**config.mk**
```make
export PLATFORM = sky130hd
export DESIGN_NAME = mbaa_arith
export DESIGN_NICKNAME = d
export VERILOG_FILES = /design/src/rtl/mbaa_arith.sv
export SDC_FILE = /design/constraint.sdc
export NUM_CORES = 2
export LEC_CHECK = 0
export ABC_AREA = 1
export BUFFER_PORTS_ARGS = -buffer_cell sky130_fd_sc_hd__buf_4
export CAP_MARGIN = 20
export CORE_ASPECT_RATIO = 1.2
export CORE_MARGIN = 2
export CORE_UTILIZATION = 45
export DETAILED_ROUTE_END_ITERATION = 6
export SLEW_MARGIN = 0
export SYNTH_ARGS = -nofsm -noshare
export SYNTH_HDL_FRONTEND = slang
export SYNTH_SLANG_ARGS = --single-unit
```
**constraint.sdc**
```tcl
create_clock -name vclk -period 7.1
set_clock_uncertainty 0.05 [all_clocks]
set_input_delay 0.355 -clock vclk [all_inputs]
set_output_delay 0.355 -clock vclk [all_outputs]
set_load 0.03 [all_outputs]
```
**src/rtl/mbaa_arith.sv**
```systemverilog
// Shared arithmetic unit: one signed multiplier and one saturating 64-bit adder.
// Depends on nothing; widths come from parameters.
module mbaa_arith #(
  parameter int unsigned MAW = 48,
  parameter int unsigned SB  = 16
) (
  input  logic signed [63:0]     a_i,
  input  logic signed [63:0]     b_i,
  input  logic signed [MAW-1:0]  ma_i,
  input  logic signed [SB-1:0]   mb_i,
  output logic signed [63:0]     sum_o,
  output logic                   ovf_o,
  output logic signed [63:0]     prod_o
);
  logic signed [64:0]       wide;
  logic signed [MAW+SB-1:0] full;

  assign wide  = {a_i[63], a_i} + {b_i[63], b_i};
  assign ovf_o = wide[64] != wide[63];
  // clip toward the sign of the true result
  assign sum_o = ovf_o ? (wide[64] ? {1'b1, 63'd0} : {1'b0, {63{1'b1}}}) : wide[63:0];

  assign full   = ma_i * mb_i;
  assign prod_o = 64'(full);
endmodule

```
# ---- Word-level counts from Yosys, hierarchy flattened
# Index checks and enable logic that the tools add are counted.
dict set report word_totals {
  output_inout_bits 129
  reg_bits 0
}
dict set report op_classes {
  eq_ne 1
  muxes 2
  multipliers 1
  add_sub_neg 1
}
# cell n
set op_table {}
lappend op_table {{$mux 64} 2}
lappend op_table {{$add 64x64->65} 1}
lappend op_table {{$mul 48x16->64} 1}
lappend op_table {{$ne 1x1->1} 1}

# ---- Logic depth before layout (Yosys ltp)
dict set report logic_depth {
  word_depth 3
  ltp_mapped 30
}

# ---- Worst setup path before layout
# OpenSTA, ideal clock, no wires.
dict set report synth_path {
  path_kind {in2out}
  startpoint {input port mb_i[1]}
  endpoint {output port prod_o[48]}
  t_arrival_ps 5960
  slack_ps 735
  path_stages 25
  path_buffers 2
  required_ps 6695
  cell_sequence {clkbuf_1 > buf_1 > nand2_1 > fa_1 > inv_1 > fa_1 > inv_1 > fa_1 > inv_1 > fa_1 > fa_1 > inv_1 > fa_1 > inv_1 > ha_1 > nand2_1 > nor2_1 > inv_1 > nor2_1 > nand2_1 > inv_1 > nand3_1 > or2_2 > nand3_1 > xor2_1}
}
dict set report synth_between {
  elab_chain_cells 1
}
# element line
set synth_rtl {}
lappend synth_rtl {{start, declared} 10} ;# input logic signed [SB-1:0] mb_i,
lappend synth_rtl {{$mul 48x16->64} 23} ;# assign full = ma_i * mb_i;
lappend synth_rtl {{end, declared} 13} ;# output logic signed [63:0] prod_o
# Every way passes these cells.

# ---- Worst setup path in the final report
dict set report layout_path {
  startpoint {input port mb_i[7]}
  endpoint {output port prod_o[51]}
}
# Same word-level chain as after synthesis.

==> summary.txt <==
Logic synthesis
  • Sequential fraction of the synthesis area: 0%
  • Distinct cell type count after synthesis: 42
  • Syn Inst Count: 4802
  • Post-Syn Nets: 5915
  • Ys Warns: 0
  • Syn avg cell area: 6.89 um^2
  • Synth Cell Area: 0.0331 mm^2

Routing
  • Initial DRC count: 1726
  • Post-DRT Antenna Nets: 0
  • Final WL: 107000 um
  • Via count: 29800
  • 1st-pass router iterations: 5
  • Via/cell ratio: 5.02
  • Wire length per cell: 17.9 um
  • DRC Markers: 0

Die
  • Core area: 0.0726 mm^2
  • Rows: 108
  • Die H: 301 um
  • Die area: 0.0757 mm^2
  • Die X: 251 um
  • Starting Density: 45.6%
  • # IOs: 321

STA
  • Fmax: 147 MHz
  • Minimum clock period: 6.82 ns
  • Final-report hold violation count: 0
  • Crit share post-route: 96.1%
  • Final hold slack: 1.04 ns
  • Worst-Margin Slew: 0.997 ns
  • Fin. max-slew vios: 0
  • Slew margin rel.: 33.3%
  • Final setup TNS: 0 ns
  • Setup Viol. Count Final: 0
  • Unrepaired setup endpoints after global routing: no

Layout
  • Util after Layout: 50.4%
  • Net count, final: 6117
  • ANT cells: 0
  • Area Growth Syn to Fin: 10.5%
  • Clock Buffer Count: 0
  • Sequential cell area: 0 um^2
  • Leading cell types in the layout, fill and taps excluded: inv_1, nand2_1, fa_1
  • Seq_cells: 0
  • Fraction of layout cells with a size suffix above 1: 9.16%
  • Commonest non-fill, non-tap cell in the layout: inv_1

Global routing
  • Vias in the first global route: 32200
  • Congestion Overflow GR: 0
  • Initial antenna violation count: 0
  • Largest net degree at the start of global routing: 65
  • GR Util All Layers: 29.0%
  • First-pass GRT wire length: 172000 um

Placed design
  • Placer Congestion: 0.997
  • Input/output buffers: 321
  • Post-DP HPWL: 94200 um

Outcome
  • Status: finished, final reports clean

Worst hold path
  • Hold Path Class: in2out

Setup path
  • Critical Path AT: 6.42 ns
  • Critical Path Start Type: primary input
  • Worst Path Class, Setup: in2out
  • CP Max Fanout: 20
  • Crit end category: output port
  • Worst endpoint required time: 6.69 ns

Job
  • Max-cap violations: 0
[final timing paths]
check	start	to	slack (ns)	cells after the start
worst max-delay path	mb_i[7]	prod_o[51]	0.28	25
worst min-delay path	ma_i[0]	prod_o[0]	1.04	4
[worst max-delay path, cell delays in order]
cell     delay [ns]
buf_4          0.28
buf_12         0.21
buf_4          0.18
nand2_1        0.08
fa_1           0.54
inv_1          0.05
fa_1           0.48
fa_1           0.57
fa_1           0.45
fa_1           0.50
inv_1          0.05
fa_1           0.49
inv_1          0.05
ha_1           0.44
nand2_1        0.16
nor2_1         0.13
inv_1          0.08
nor2_1         0.16
inv_1          0.09
nor2_1         0.20
nand3_1        0.13
nand3_1        0.20
xor2_1         0.18
buf_4          0.16
buf_4          0.16
[logic make-up (layout without fill, tap and decap cells)]
| family | Yosys count | after routing | synth area share (%) |
|---|---|---|---|
| xor gates and xnor gates | 97 | 97 | 2.57 |
| buffers and inverters | 1568 | 1768 | 17.9 |
| adders and majority gates | 921 | 921 | 51.0 |
| AOI/OAI and AO/OA | 352 | 352 | 6.03 |
| and+or+nand+nor | 1864 | 1864 | 22.5 |
[through the flow]
stage / std cells / setup WS [ns] / instance area (um^2)
2_1_floorplan: 4802 / 0.735 / 33100
3_3_place_gp: 5937 / 0.0135 / 36500
3_5_place_dp: 5937 / 0.0753 / 36500
4_1_cts: 5937 / 0.0487 / 36500
5_1_grt: 5937 / 0.0167 / 36500
6_report: 5937 / 0.277 / 36500
[routing by layer]
layer | global-route usage (%) | part of all wire [%] | up-vias
li1 | - | - | 14100
met1 | 36.0 | 40 | 14800
met2 | 53.4 | 51 | 788
met3 | 2.70 | 4.7 | 159
met4 | 8.48 | 3.5 | 0
met5 | 0 | 0 | -
[Yosys cell counts, types with 9 or more instances]
| library cell | n | area [um^2] |
|---|---|---|
| o21ai_2 | 12 | 105 |
| nand2_1 | 1345 | 5050 |
| nand3_1 | 102 | 510 |
| nor2_1 | 313 | 1170 |
| xnor2_1 | 36 | 315 |
| o21ai_1 | 10 | 50.1 |
| fa_1 | 711 | 14200 |
| clkbuf_1 | 144 | 541 |
| nor4_1 | 9 | 56.3 |
| nand4_1 | 22 | 138 |
| nand2_2 | 20 | 125 |
| o21ai_0 | 86 | 430 |
| a21oi_1 | 167 | 836 |
| buf_1 | 23 | 86.3 |
| or2_2 | 11 | 68.8 |
| a31oi_1 | 12 | 75.1 |
| xor2_1 | 61 | 534 |
| nor3_1 | 17 | 85.1 |
| inv_1 | 1383 | 5190 |
| o21bai_1 | 33 | 248 |
| ha_1 | 210 | 2630 |
[cell type report]
type	instances	area (um^2)
tap	935	1170
fill	7607	36000
multi-input combinational	3234	27200
timing repair buffer	380	2990
inverter	1388	5210
[what timing repair did]
| item | in CTS | in global routing |
|---|---|---|
| hold buffers | 0 | 0 |
| resized for setup | 0 | 20 |
| endpoints found under the setup margin | 0 | 22 |
| buffers inserted | 0 | 0 |
| hold endpoints to repair | 0 | 0 |
Power is left out: the tool's default activity adds up to more than one toggle a clock period on the data nets, which glitch-free logic cannot reach.
