**config.mk**
```make
export PLATFORM = sky130hd
export DESIGN_NAME = mbaa_avg
export DESIGN_NICKNAME = d
export VERILOG_FILES = /design/src/rtl/mbaa_avg.sv
export SDC_FILE = /design/constraint.sdc
export NUM_CORES = 1
export LEC_CHECK = 0
export ABC_CLOCK_PERIOD_IN_PS = 7200
export BUFFER_PORTS_ARGS = -buffer_cell sky130_fd_sc_hd__buf_2
export CORE_ASPECT_RATIO = 1.25
export CORE_MARGIN = 3
export CORE_UTILIZATION = 39
export DETAILED_ROUTE_END_ITERATION = 12
export GPL_ROUTABILITY_DRIVEN = 0
export PLACE_DENSITY = 0.58
export RECOVER_POWER = 25
export SKIP_LAST_GASP = 1
export SYNTH_ARGS = -nofsm -noshare
export SYNTH_HDL_FRONTEND = slang
export SYNTH_SLANG_ARGS = --single-unit
```
**constraint.sdc**
```tcl
create_clock -name vclk -period 7.2
set_input_delay 0.72 -clock vclk [all_inputs]
set_output_delay 0.72 -clock vclk [all_outputs]
set_load 0.02 [all_outputs]
```
**src/rtl/mbaa_avg.sv**
```systemverilog
// Block average: arithmetic shift of a partial sum, clipped to the sample range.
// Depends on nothing; widths come from parameters.
module mbaa_avg #(
  parameter int unsigned SB = 16
) (
  input  logic signed [63:0]   part_i,
  input  logic [5:0]           exp_i,
  output logic signed [SB-1:0] avg_o
);
  localparam logic signed [63:0] SMAX = 64'((64'sd1 <<< (SB - 1)) - 64'sd1);
  localparam logic signed [63:0] SMIN = -SMAX - 64'sd1;

  logic signed [63:0] shifted;

  assign shifted = part_i >>> exp_i;

  always_comb begin
    if (shifted > SMAX) begin
      avg_o = SMAX[SB-1:0];
    end else if (shifted < SMIN) begin
      avg_o = SMIN[SB-1:0];
    end else begin
      avg_o = shifted[SB-1:0];
    end
  end
endmodule

```
# Word-level counts from Yosys, hierarchy flattened
# Index checks and enable logic that the tools add are counted.
dict set report word_totals {
  regBits 0
  in_bits 70
  out_inout_bits 16
  word_cells 5
}
dict set report op_classes {
  n_lt_le_gt_ge 2
  shifts 1
  muxes 2
}
# cell count
set op_table {}
lappend op_table {{$gt A64 B16 Y1 const B} 1}
lappend op_table {{$lt A64 B16 Y1 const B} 1}
lappend op_table {{$sshr A64 B6 Y64} 1}
lappend op_table {{$mux W16} 2}

# Longest topological paths before layout
# Gate-level depths: netlist of run 1.
dict set report depth {
  depth_word 4
  ltp_mapped 15
  mapped_depth_nobuf 9
}

# Least setup slack after synthesis of run 1
# No wires, ideal clock.
dict set report synth_timing {
  kind {input -> output}
  startpoint {input port exp_i[1]}
  endpoint {output port avg_o[10]}
  arrival_time_ns 3.404
  t_required_ns 6.480
  path_slack_ns 3.076
  cell_stages 12
  n_path_buf 3
  path_cell_list {buf_6 > buf_6 > mux4_2 > mux2_2 > mux2_2 > and2_4 > o221ai_1 > nand4_1 > nor4_2 > a21oi_2 > buf_6 > a31o_1}
}
dict set report synth_via {
  elab_chain_len 4
  word_cells_on_any_way 5
  classes_between {order compare: 2; shift: 1; mux: 2}
}
# element line
set synth_lines {}
lappend synth_lines {{start: declaration} 7} ;# input logic [5:0] exp_i,
lappend synth_lines {{$sshr A64 B6 Y64 *} 15} ;# assign shifted = part_i >>> exp_i;
lappend synth_lines {{$lt A64 B16 Y1} 20} ;# end else if (shifted < SMIN) begin
lappend synth_lines {{$mux W16} 20}
lappend synth_lines {{$mux W16 *} 18} ;# if (shifted > SMAX) begin
lappend synth_lines {{end: declaration} 8} ;# output logic signed [SB-1:0] avg_o
# Every way passes the cells marked *; elsewhere a longest branch is shown, timed or not.

# Worst setup path after layout of run 1
dict set report layout_timing {
  startpoint {input port exp_i[1]}
  endpoint {output port avg_o[2]}
}
# The elaborated chain is that of the path after synthesis.

==> metrics.yaml, run 1 <==
wl_met2_um: 8089
pre_cts_ws_ps: 1892
m1WireLength_um: 7430
netlist_instances: 597
synthAdderAreaFrac: 0
synth_compound_area_frac: 0.2564
synth_mux_area_frac: 0.5085
syn_area_sq_mm: 0.004870
setup_viol: 0
status: "finished clean"
maxCapViolCount: 0
setup_tns_ps: 0
swShare: 0.5905
hp-class: "in2out"
routed_via_density: 6.908
fin_ws_ps: 1307
grt_max_degree: 52
synth-simple-area-share: 0.1639
cts_setup_buffers: 0
clockPowerShare: 0
nFlopsAndLatches: 0
num-clock-buffers: 0
crit_path_end_kind: "output port"
tightest_slew_ps: 1201
ys_seq_area_frac: 0
cts_resized: 0
portBuffers: 86
drt_iter0_drc: 764
route.met3.wl_um: 1773
relSlewSlack: 0.1995
chipWidth_um: 105.9
grt_pass1_vias: 5178
path_cells: "buf_4 -> clkbuf_2 -> mux4_2 -> mux4_2 -> o22a_1 -> o221a_2 -> a211oi_1 -> nand4_1 -> nor4_2 -> a21oi_1 -> a31o_1 -> buf_2"
power_density_mw_per_mm2: 89.66
route.detailed.drc: 0
timing.critical_path.mode_cell: "mux4_2"
peakVddDrop_mv: 0.04821
crit_required_ps: 6480
cp-start-kind: "primary input"
yosysUniqueCellTypes: 66
io_pins: 86
antenna_found_initial: 0
synth_xor_area_frac: 0
dp_hpwl_um: 14040
internal_power_mw: 0.1924
placed_cells: 790
wire_per_inst_um: 22.62
seq_power_share: 0
synth_top_family_by_area: "multiplexers"
report.final.slew_viol_count: 0
holdBufCountCts: 0
drt_wl_total_um: 17870
p_total_mw: 0.4698
start_util: 0.4004
die-area_sq_mm: 0.01387
period_needed_ps: 5893
grt_util_all_layers: 0.2507
min_period_over_period: 0.8184
core_sq_mm: 0.01216
hold_viol: 0
syn_area_per_cell_sq_um: 8.157
area_growth_syn_to_layout_pct: 7.605
dr.pass1.iters: 8
placed_area_sq_mm: 0.005248
power_switching_mw: 0.2774
comb_power_share: 1.000
syn-num-nets: 667
die_h_um: 130.9
total_leakage_power_nw: 2.028
dr_total_vias: 5457
seq_area_sq_um: 0
arrival_ps: 5170
critPathSlowestCell: "clkbuf_2"
finalNonFillerCells: 790
fmax_ghz: 0.1697
slowest_delay_ps: 1010
path_max_fanout: 41
final_area_sq_mm: 0.005240
rows: 45
rsz0062_at_grt: "no"
diodes: 0
top_layer: "met4"
nNetsFinal: 698
ant_nets: 0
layout-drive-gt1-share: 0.3227
critPathKind: "in2out"
yosys_warnings: 0
grt-ovfl-total: 0
grt_pass1_wl_um: 28590
[placed cells by master, fill, tap and decap left out, types with 3 or more instances in the layout]
cell type  Yosys  routed
mux2i_1       67      67
o211ai_1       7       7
a21oi_1       38      39
mux4_2        58      58
nand2_1       72      72
and2_1         5       5
a211oi_1      18      18
nand3_1        7       7
inv_1          3       3
o22ai_1       10      10
a211o_1        3       3
nor2_1        50      50
a31o_1        17      17
a31oi_1       10      10
o221ai_1       5       5
o21ai_0       28      28
mux2_2        41      41
a21o_1         7       7
buf_4          2       8
nor3_1         9       9
nand2b_1       5       5
nand4_1        6       6
buf_2         16      84
a311oi_1       4       4
a221oi_1       4       4
nor4_1         8       8
[kinds of logic after synthesis]
| group | Yosys count |
|---|---|
| buf+inv | 72 |
| simple gates | 176 |
| mux | 168 |
| compound gates | 181 |
[metrics by stage]
stage	util	hold slack [ps]
final	0.4309	2199
after global routing	0.4309	2273
after CTS	0.4315	1924
after detailed placement	0.4315	1924
after global placement	0.4315	1922
after floorplan	-	1999
[critical path, delay by kind of cell]
family                 cells  cell delay, ps
AO/OA/AOI/OAI              5            1200
buffers and inverters      3            1650
multiplexers               2            1180
AND/OR/NAND/NOR            2             400
[cell usage after synthesis (3+ instances only)]
| cell | count | area [sq um] |
|---|---|---|
| buf_6 | 5 | 56.30 |
| o21ai_0 | 28 | 140.1 |
| nor2_1 | 50 | 187.7 |
| mux2_2 | 41 | 461.7 |
| o22ai_1 | 10 | 62.56 |
| inv_1 | 3 | 11.26 |
| a211o_1 | 3 | 26.28 |
| a31o_1 | 17 | 148.9 |
| nand4_1 | 6 | 37.54 |
| nor3_1 | 9 | 45.04 |
| a311oi_1 | 4 | 35.03 |
| buf_1 | 12 | 45.04 |
| a21o_1 | 7 | 52.55 |
| a21oi_1 | 38 | 190.2 |
| mux2i_1 | 67 | 670.6 |
| clkbuf_1 | 29 | 108.9 |
| nor4_1 | 8 | 50.05 |
| o221ai_1 | 5 | 43.79 |
| a221oi_1 | 4 | 35.03 |
| nand2_1 | 72 | 270.3 |
| mux4_2 | 58 | 1306 |
| nand3_1 | 7 | 35.03 |
| nand2b_1 | 5 | 31.28 |
| a31oi_1 | 10 | 62.56 |
| and2_1 | 5 | 31.28 |
| buf_2 | 16 | 80.08 |
| a211oi_1 | 18 | 135.1 |
| o211ai_1 | 7 | 52.55 |
[worst paths after layout]
check  startpoint         to  slack, ps  cells past startpoint
min    part_i[63]  avg_o[15]       2200                      2
max      exp_i[1]   avg_o[2]       1310                     12
[routing by layer]
layer,track usage,vias to the layer above
met4,0.07393,0
met5,0,-
met1,0.3533,2599
li1,-,2448
met3,0.03096,53
met2,0.4058,357
[power groups by stage]
stage	Clock, mW	Sequential (mW)	Combinational [mW]
detailed placement	0	0	0.455
global route	0	0	0.502
finish	0	0	0.470
global placement	0	0	0.454
floorplan	0	0	0.330
CTS	0	0	0.457
[area by class of cell]
class	count	area (sq um)
multi-input cells	525	4519
inverters	7	26.28
well taps	164	205.2
repair buffers	94	489.2
fillers	1293	6922
Power figures use the tool's default switching activity.
==> inputs of run 2 (changes only) <==
--- a/config.mk
+++ b/config.mk
@@ -5,14 +5,14 @@
 export SDC_FILE = /design/constraint.sdc
 export NUM_CORES = 1
 export LEC_CHECK = 0
-export ABC_CLOCK_PERIOD_IN_PS = 7200
+export ABC_CLOCK_PERIOD_IN_PS = 5000
 export BUFFER_PORTS_ARGS = -buffer_cell sky130_fd_sc_hd__buf_2
 export CORE_ASPECT_RATIO = 1.25
 export CORE_MARGIN = 3
 export CORE_UTILIZATION = 39
 export DETAILED_ROUTE_END_ITERATION = 12
 export GPL_ROUTABILITY_DRIVEN = 0
-export PLACE_DENSITY = 0.58
+export PLACE_DENSITY = 0.6
 export RECOVER_POWER = 25
 export SKIP_LAST_GASP = 1
 export SYNTH_ARGS = -nofsm -noshare
==> constraint.sdc (replaced) <==
create_clock -name vclk -period 5
set_input_delay 0.5 -clock vclk [all_inputs]
set_output_delay 0.5 -clock vclk [all_outputs]
set_load 0.02 [all_outputs]
==> metrics.yaml, run 2 (synthesized netlist as in run 1, its figures left out) <==
status: "finished clean"
rsz0062_at_grt: "no"
crit_buf_inv: 3
comb_power_share: 1.000
m1WireLength_um: 7147
power_density_mw_per_mm2: 128.8
cp-start-kind: "primary input"
chipWidth_um: 105.9
cts_setup_buffers: 0
setup_viol: 0
wl_met2_um: 8020
period_needed_ps: 4666
holdBufCountCts: 0
maxCapViolCount: 0
start_util: 0.4004
ant_nets: 0
slowest_delay_ps: 750
antenna_found_initial: 0
path_max_fanout: 22
placed_area_sq_mm: 0.005300
relSlewSlack: 0.3076
seq_power_share: 0
total_leakage_power_nw: 2.060
cts_resized: 0
arrival_ps: 4170
critPathKind: "in2out"
fmax_ghz: 0.2143
grt_pass1_vias: 5210
crit_family: "buffers and inverters"
die_h_um: 130.9
clockPowerShare: 0
critPathSlowestCell: "clkbuf_1"
dr_total_vias: 5634
timing.critical_path.mode_cell: "clkbuf_1"
layout-drive-gt1-share: 0.3302
whs_endpoint: "avg_o[15]"
crit_path_end_kind: "output port"
core_sq_mm: 0.01216
nNetsFinal: 705
num-clock-buffers: 0
die-area_sq_mm: 0.01387
wire_per_inst_um: 22.41
fin_ws_ps: 334.1
nFlopsAndLatches: 0
swShare: 0.5899
grt-ovfl-total: 0
final_util: 0.4356
diodes: 0
hp-class: "in2out"
path_cells: "clkbuf_1 -> inv_1 -> a21o_1 -> o22ai_1 -> mux2i_1 -> mux4_2 -> nor3_1 -> a41o_1 -> a31o_1 -> clkbuf_1"
io_pins: 86
power_switching_mw: 0.4025
final_area_sq_mm: 0.005298
routed_via_density: 7.069
peakVddDrop_mv: 0.08741
report.final.slew_viol_count: 0
grt_pass1_wl_um: 27990
layout_common_cells: "buf_2 (83), nand2_1 (72), mux2i_1 (67), mux4_2 (58), nor2_1 (50)"
pre_cts_ws_ps: 456.3
internal_power_mw: 0.2798
finalNonFillerCells: 797
seq_area_sq_um: 0
drt_iter0_drc: 916
area_growth_syn_to_layout_pct: 8.787
placed_cells: 797
hold-worst-slack_ps: 1754
tightest_slew_ps: 1039
grt_max_degree: 60
grt_util_all_layers: 0.2461
route.detailed.drc: 0
route.met3.wl_um: 1918
dr.pass1.iters: 7
dp_hpwl_um: 13950
whs_path_depth: 2
setup_tns_ps: 0
p_total_mw: 0.6823
rows: 45
drt_wl_total_um: 17860
hold_path.startpoint: "part_i[63]"
portBuffers: 86
top_layer: "met4"
hold_viol: 0
crit_required_ps: 4500
min_period_over_period: 0.9332
final_common_cell: "buf_2"
cp.depth: 10
[run 2: final cells by class]
cell class | count | area, sq um
Fill cell | 1304 | 6864
Inverter | 7 | 26.28
Multi-Input combinational cell | 525 | 4523
Timing Repair Buffer | 101 | 543.0
Tap cell | 164 | 205.2
[run 2: worst max path at each step]
stage / startpoint / end / slack [ps]
3_3_place_gp: exp_i[1] / avg_o[3] / 500
3_5_place_dp: exp_i[1] / avg_o[2] / 460
2_1_floorplan: exp_i[1] / avg_o[10] / 1320
5_1_grt: exp_i[1] / avg_o[5] / 100
4_1_cts: exp_i[1] / avg_o[2] / 430
6_report: part_i[63] / avg_o[5] / 330
[run 2: per-layer routing]
metal,vias to the layer above,global-route usage
met2,399,0.4035
met1,2696,0.3405
li1,2467,-
met3,72,0.03342
met4,0,0.07317
met5,-,0
[run 2: power groups by stage]
stage	Sequential (mW)	Combinational [mW]	Clock (mW)
final	0	0.682	0
after global routing	0	0.722	0
after CTS	0	0.661	0
after detailed placement	0	0.658	0
after global placement	0	0.657	0
after floorplan	0	0.475	0
